==> src/dnbt_pkg.sv <==
`timescale 1ns / 1ps
// -----------------------------------------------------------------------------
// dnbt_pkg
// Shared types, constants and the log2 table builder for the thermal-band
// brightness temperature pipeline.
// -----------------------------------------------------------------------------
package dnbt_pkg;

	// pixel width actually used and table resolution
	localparam int PIXEL_BITS     = 16;
	localparam int LOG_TABLE_BITS = 10;
	localparam int DN_BITS        = (PIXEL_BITS < 16) ? PIXEL_BITS : 16;

	// log table geometry
	localparam int ROM_DEPTH = (1 << LOG_TABLE_BITS) + 1;
	localparam int ROM_AW    = LOG_TABLE_BITS + 1;
	localparam int ROM_W     = 25;
	localparam int REM_BITS  = 32 - LOG_TABLE_BITS;

	// natural log conversion factor, ln(2) in Q.32
	localparam logic [31:0] LN2_Q32 = 32'hB172_17F8;

	// log2 result (Q.24, up to 17.0) and ln result widths
	localparam int L2_W = 29;
	localparam int LN_W = 29;

	// divider remainder width and quotient bits
	localparam int DIV_W = 33;
	localparam int Q_W   = 32;

	// register indexes
	localparam logic [2:0] REG_GAIN    = 3'd0;
	localparam logic [2:0] REG_OFFSET  = 3'd1;
	localparam logic [2:0] REG_K1      = 3'd2;
	localparam logic [2:0] REG_K2      = 3'd3;
	localparam logic [2:0] REG_NODATA  = 3'd4;
	localparam logic [2:0] REG_ND_EN   = 3'd5;

	typedef enum logic [1:0] {
		ST_VALID  = 2'd0,
		ST_NODATA = 2'd1,
		ST_BADRAD = 2'd2
	} status_t;

	// control that travels with each word
	typedef struct packed {
		logic    valid;
		status_t status;
	} ctl_t;

	typedef logic [ROM_W-1:0] rom_t [0:ROM_DEPTH-1];

	// log2 of a Q2.30 mantissa in [1,2], Q.24, truncating repeated squaring
	function automatic logic [ROM_W-1:0] log2_mant(logic [63:0] m_in);
		logic [63:0] m;
		logic [ROM_W-1:0] r;
		m = m_in;
		r = '0;
		if (m >= 64'h8000_0000) begin
			r = ROM_W'(1) << 24;
		end else begin
			for (int k = 0; k < 24; k++) begin
				r = r << 1;
				m = (m * m) >> 30;
				if (m >= 64'h8000_0000) begin
					m = m >> 1;
					r[0] = 1'b1;
				end
			end
		end
		return r;
	endfunction

	function automatic rom_t build_rom();
		rom_t t;
		for (int i = 0; i < ROM_DEPTH; i++) begin
			t[i] = log2_mant((64'd1 << 30) + (64'(i) << (30 - LOG_TABLE_BITS)));
		end
		return t;
	endfunction

endpackage

==> src/dnbt_front.sv <==
`timescale 1ns / 1ps
// -----------------------------------------------------------------------------
// dnbt_front
// Rescales a pixel to Q16.16 radiance and classifies no-data / bad radiance.
// -----------------------------------------------------------------------------
module dnbt_front import dnbt_pkg::*; (
	input  logic        clk,
	input  logic        arst_n,
	input  logic        en,
	input  logic        in_valid,
	input  logic [15:0] pixel_dn,
	input  logic [31:0] gain,
	input  logic [31:0] offset,
	input  logic [15:0] nodata_pixel,
	input  logic        nodata_enable,
	output ctl_t        ctl_s2,
	output logic [30:0] rad_s2
);

	logic [15:0]        dn;
	logic signed [48:0] p_s1;
	ctl_t               ctl_s1;
	logic signed [48:0] rnd;
	logic signed [49:0] sum;
	status_t            st_next;
	logic [30:0]        rad_next;

	assign dn = 16'(pixel_dn[DN_BITS-1:0]);

	// stage 1: product and no-data match
	always_ff @(posedge clk or negedge arst_n) begin
		if (!arst_n) begin
			ctl_s1 <= '{valid: 1'b0, status: ST_VALID};
		end else if (en) begin
			ctl_s1.valid  <= in_valid;
			ctl_s1.status <= (nodata_enable && dn == nodata_pixel) ? ST_NODATA : ST_VALID;
		end
	end

	always_ff @(posedge clk) begin
		if (en) begin
			p_s1 <= $signed(gain) * $signed({1'b0, dn});
		end
	end

	// stage 2: round to Q16.16, add offset, saturate
	always_comb begin
		rnd = (p_s1 + 49'sd128) >>> 8;
		sum = {rnd[48], rnd} + {{18{offset[31]}}, offset};
		st_next = ctl_s1.status;
		if (ctl_s1.status == ST_VALID && sum <= 50'sd0) begin
			st_next = ST_BADRAD;
		end
		if (sum > 50'sd2147483647) begin
			rad_next = '1;
		end else begin
			rad_next = sum[30:0];
		end
	end

	always_ff @(posedge clk or negedge arst_n) begin
		if (!arst_n) begin
			ctl_s2 <= '{valid: 1'b0, status: ST_VALID};
		end else if (en) begin
			ctl_s2.valid  <= ctl_s1.valid;
			ctl_s2.status <= st_next;
		end
	end

	always_ff @(posedge clk) begin
		if (en) begin
			rad_s2 <= rad_next;
		end
	end

endmodule

==> config.mk <==
export PLATFORM = sky130hd
export DESIGN_NAME = dnbt_front
export DESIGN_NICKNAME = d
export VERILOG_FILES = /design/src/dnbt_pkg.sv /design/src/dnbt_front.sv
export SDC_FILE = /design/constraint.sdc
export NUM_CORES = 2
export LEC_CHECK = 0
export BUFFER_PORTS_ARGS = -buffer_cell sky130_fd_sc_hd__buf_2
export CORE_MARGIN = 1.5
export CORE_UTILIZATION = 35
export DETAILED_ROUTE_END_ITERATION = 8
export GPL_TIMING_DRIVEN = 0
export PLACE_DENSITY = 0.58
export SLEW_MARGIN = 20
export SYNTH_ARGS = -nofsm -noshare
export SYNTH_HDL_FRONTEND = slang
export SYNTH_SLANG_ARGS = --single-unit
export TNS_END_PERCENT = 10
==> constraint.sdc <==
create_clock -name clk -period 6.6 [get_ports clk]
set_input_delay 1.32 -clock clk [delete_from_list [all_inputs] [get_ports clk]]
set_output_delay 1.32 -clock clk [all_outputs]
set_load 0.03 [all_outputs]
==> key figures <==
Clock tree
  • H-tree depth: 3
  • CTS root buf: clkbuf_16
  • Worst-Skew Late Latency: between 0.3 and 0.4 ns
  • Num CTS Buffers: 9
  • Clk slew on worst S/H paths: 0.06 ns
  • Clock sink total: between 70 and 80
  • CTS tree: done
  • CTS Buffer Depth: 2

Timing
  • Slew @ Worst Pin: just under 0.9 ns
  • Final Hold Fails: 0
  • Fin crit period: roughly 7 ns
  • F_max: around 140 MHz
  • Setup Skew: 0.00923 ns
  • Final cycle utilization of the critical path: 107%
  • Count of pins over their slew limit: 0
  • Min setup slack post-route: -0.468 ns
  • Slew HR: 41.6%
  • RSZ-0062 raised after global routing: yes
  • Endpoints failing setup: 24

Worst setup path
  • Worst setup SP type: input port
  • Crit. End Element: flip-flop
  • CP arrival: just over 7 ns
  • Critical path class: in2reg
  • Worst Path Required: roughly 6.7 ns
  • Crit path max fanout: 10

Floorplanning
  • Die H: roughly 260 um
  • Die width: 263 um
  • Die Area: around 69000 um^2
  • Initial core utilization: a little over a third
  • Core area: around 67000 um^2
  • Number of I/O pins: 135
  • Row cnt: 95

Route
  • WL final: around 72000 um
  • DRT antenna net count: 0
  • Via count: 18332
  • Via/cell ratio: between 4 and 5
  • DR WL/cell: 19.3 um
  • DR pass1 iterations: 5
  • Drt drc: 0
  • First DRT Iteration DRCs: 1121

Global routing
  • Largest net degree at the start of global routing: between 40 and 50
  • Grt ovf: 0
  • Vias in the first global route: a little under 20000
  • First-pass GRT wire length: approximately 110000 um
  • Gr usage total: about a fifth
  • Antenna violations before repair: 3

Logic synthesis
  • Post-synth EDFFs: 73
  • Synth warnings: 0
  • Top_reg_cell synth: edfxtp_1
  • Yosys cell types: 78
  • #FFs+latches synth: 78
  • Synth Instances: 2650
  • Asr flop ratio synth: between 6 and 7%
  • Synthesized area per cell: around 8.9 um^2
  • Mapped cell area: 23600 um^2
  • Seq/Total Area, Yosys: under 10%
  • Net Count, Synth: 3396

Layout
  • Share of layout cells above drive strength 1: 14.3%
  • P&R area growth vs syn: 17.2%
  • Net count, final: 3600
  • Layout Utilization: between 40% and 50%
  • Antenna Cells: 0

Outcome
  • Status: complete, but fails checks
  • Violated checks: setup timing

Job
  • Max-cap viol count: 0

Placement
  • IO Port Bufs: about 130
  • Detailed placement HPWL: 59200 um
  • Setup Slack @ Placement: -1.79 ns
  • Final Wtd Congestion: 0.922

Min path
  • HP Class: reg2reg
## cell type report
cell class / count / area [um^2]
fillers: 6711 / 39300
flip-flops and latches: 78 / 2320
repair buffers: 193 / 1270
clock buffers: 9 / 225
inverters: 611 / 2300
clock inverters: 7 / 57.6
well taps: 873 / 1090
plain buffers: 105 / 1350
multi-input cells: 1856 / 19100
## critical path, stage by stage
cell	delay (ns)
buf_2	0.19
clkbuf_8	0.23
nand2_1	0.09
fa_1	0.50
fa_1	0.51
fa_1	0.49
inv_1	0.05
fa_1	0.46
fa_1	0.55
inv_1	0.07
fa_1	0.50
inv_1	0.07
ha_4	0.23
a21o_1	0.16
a21o_1	0.18
a21o_1	0.18
a221o_1	0.41
o21ai_4	0.22
a21oi_4	0.10
nor2_4	0.13
buf_6	0.12
o211ai_1	0.13
a21oi_1	0.18
xnor2_1	0.09
## cells by family after synthesis
kind of cell / share of synthesized area, %
XOR/XNOR: 4.48
buffers and inverters: 11.5
AO/OA/AOI/OAI: 7.76
adder cells (fa/ha/maj): 49.6
multiplexers: 0.275
flip-flops: 9.80
AND/OR/NAND/NOR: 16.6
## repair_timing
action | in CTS | in global routing
buffers inserted | 47 | 12
gates resized for setup | 269 | 61
endpoints found under the setup margin | 36 | 31
cloned | 2 | 0
pin swaps | 51 | 38
hold buffers | 0 | 0
## cells in the final DEF, fill, tap and decap left out, drive strengths merged, types with 4 or more instances in the layout
cell | Yosys | routed
a2111oi | 4 | 4
a211o | 5 | 5
a211oi | 10 | 10
a21o | 32 | 32
a21oi | 71 | 71
a221oi | 4 | 4
a31oi | 7 | 7
and2 | 237 | 237
and3 | 14 | 14
buf | 9 | 209
clkbuf | 96 | 98
dfrtp | 5 | 5
edfxtp | 73 | 73
fa | 488 | 488
ha | 157 | 157
inv | 611 | 612
mux2 | 4 | 4
nand2 | 360 | 360
nand3 | 27 | 27
nand4 | 27 | 27
nor2 | 76 | 76
nor2b | 8 | 8
nor3 | 21 | 21
nor4 | 6 | 6
o211ai | 11 | 11
o21a | 9 | 9
o21ai | 75 | 75
o21bai | 18 | 18
o22ai | 4 | 4
o31a | 4 | 4
o31ai | 5 | 5
or3 | 6 | 6
xnor2 | 72 | 72
xor2 | 49 | 49
## worst paths after layout
| path | to | slack (ns) | depth (start not counted) | startpoint |
|---|---|---|---|---|
| worst max-delay path | p_s1[46] | -0.47 | 24 | gain[17] |
| worst min-delay path | ctl_s2[2] | 0.51 | 1 | ctl_s2[2] |
| worst max register to register | rad_s2[29] | 1.21 | 22 | p_s1[8] |
| worst min register to register | ctl_s2[2] | 0.51 | 1 | ctl_s2[2] |
| max in group asynchronous | ctl_s2[0] | 5.69 | 1 | arst_n |
| min in group asynchronous | ctl_s1[0] | 0.78 | 1 | arst_n |
## registers in the layout, indices dropped and copies added, names as in the netlist
signal	count
ctl_s1	2
ctl_s2	3
p_s1	42
rad_s2	31
## Yosys cell counts, types with 14 or more instances
master / number / area, um^2
nand3_1: 27 / 135
nand2_1: 360 / 1350
o21ai_0: 46 / 230
a21o_1: 32 / 240
nand4_1: 27 / 169
o21bai_1: 17 / 128
ha_1: 157 / 1960
nor2_1: 76 / 285
clkbuf_1: 96 / 360
o21ai_1: 27 / 135
inv_1: 611 / 2290
and3_1: 14 / 87.6
edfxtp_1: 73 / 2190
and2_1: 236 / 1480
fa_1: 488 / 9770
a21oi_1: 70 / 350
xnor2_1: 72 / 631
xor2_1: 49 / 429
nor3_1: 21 / 105
## per-stage QoR
step | TNS [ns] | instances | hold WS, ns | instance area (um^2)
global route | -10.28 | 3732 | 0.532 | 27700
CTS | -6.99 | 3721 | 0.521 | 27400
floorplan | -3.74 | 2650 | 0.475 | 23800
detailed placement | -43.56 | 3656 | 0.507 | 25600
finish | -5.86 | 3732 | 0.512 | 27700
global placement | -43.67 | 3654 | 0.486 | 25600
## per-layer routing
layer,track usage [%],routed length [um]
met1,29.1,31300
met2,34.3,32300
met3,4.04,5740
met4,6.97,2620
met5,0,12
Power is not shown: default switching activity piles up to over one toggle a cycle in this logic, so the estimate is an artifact.
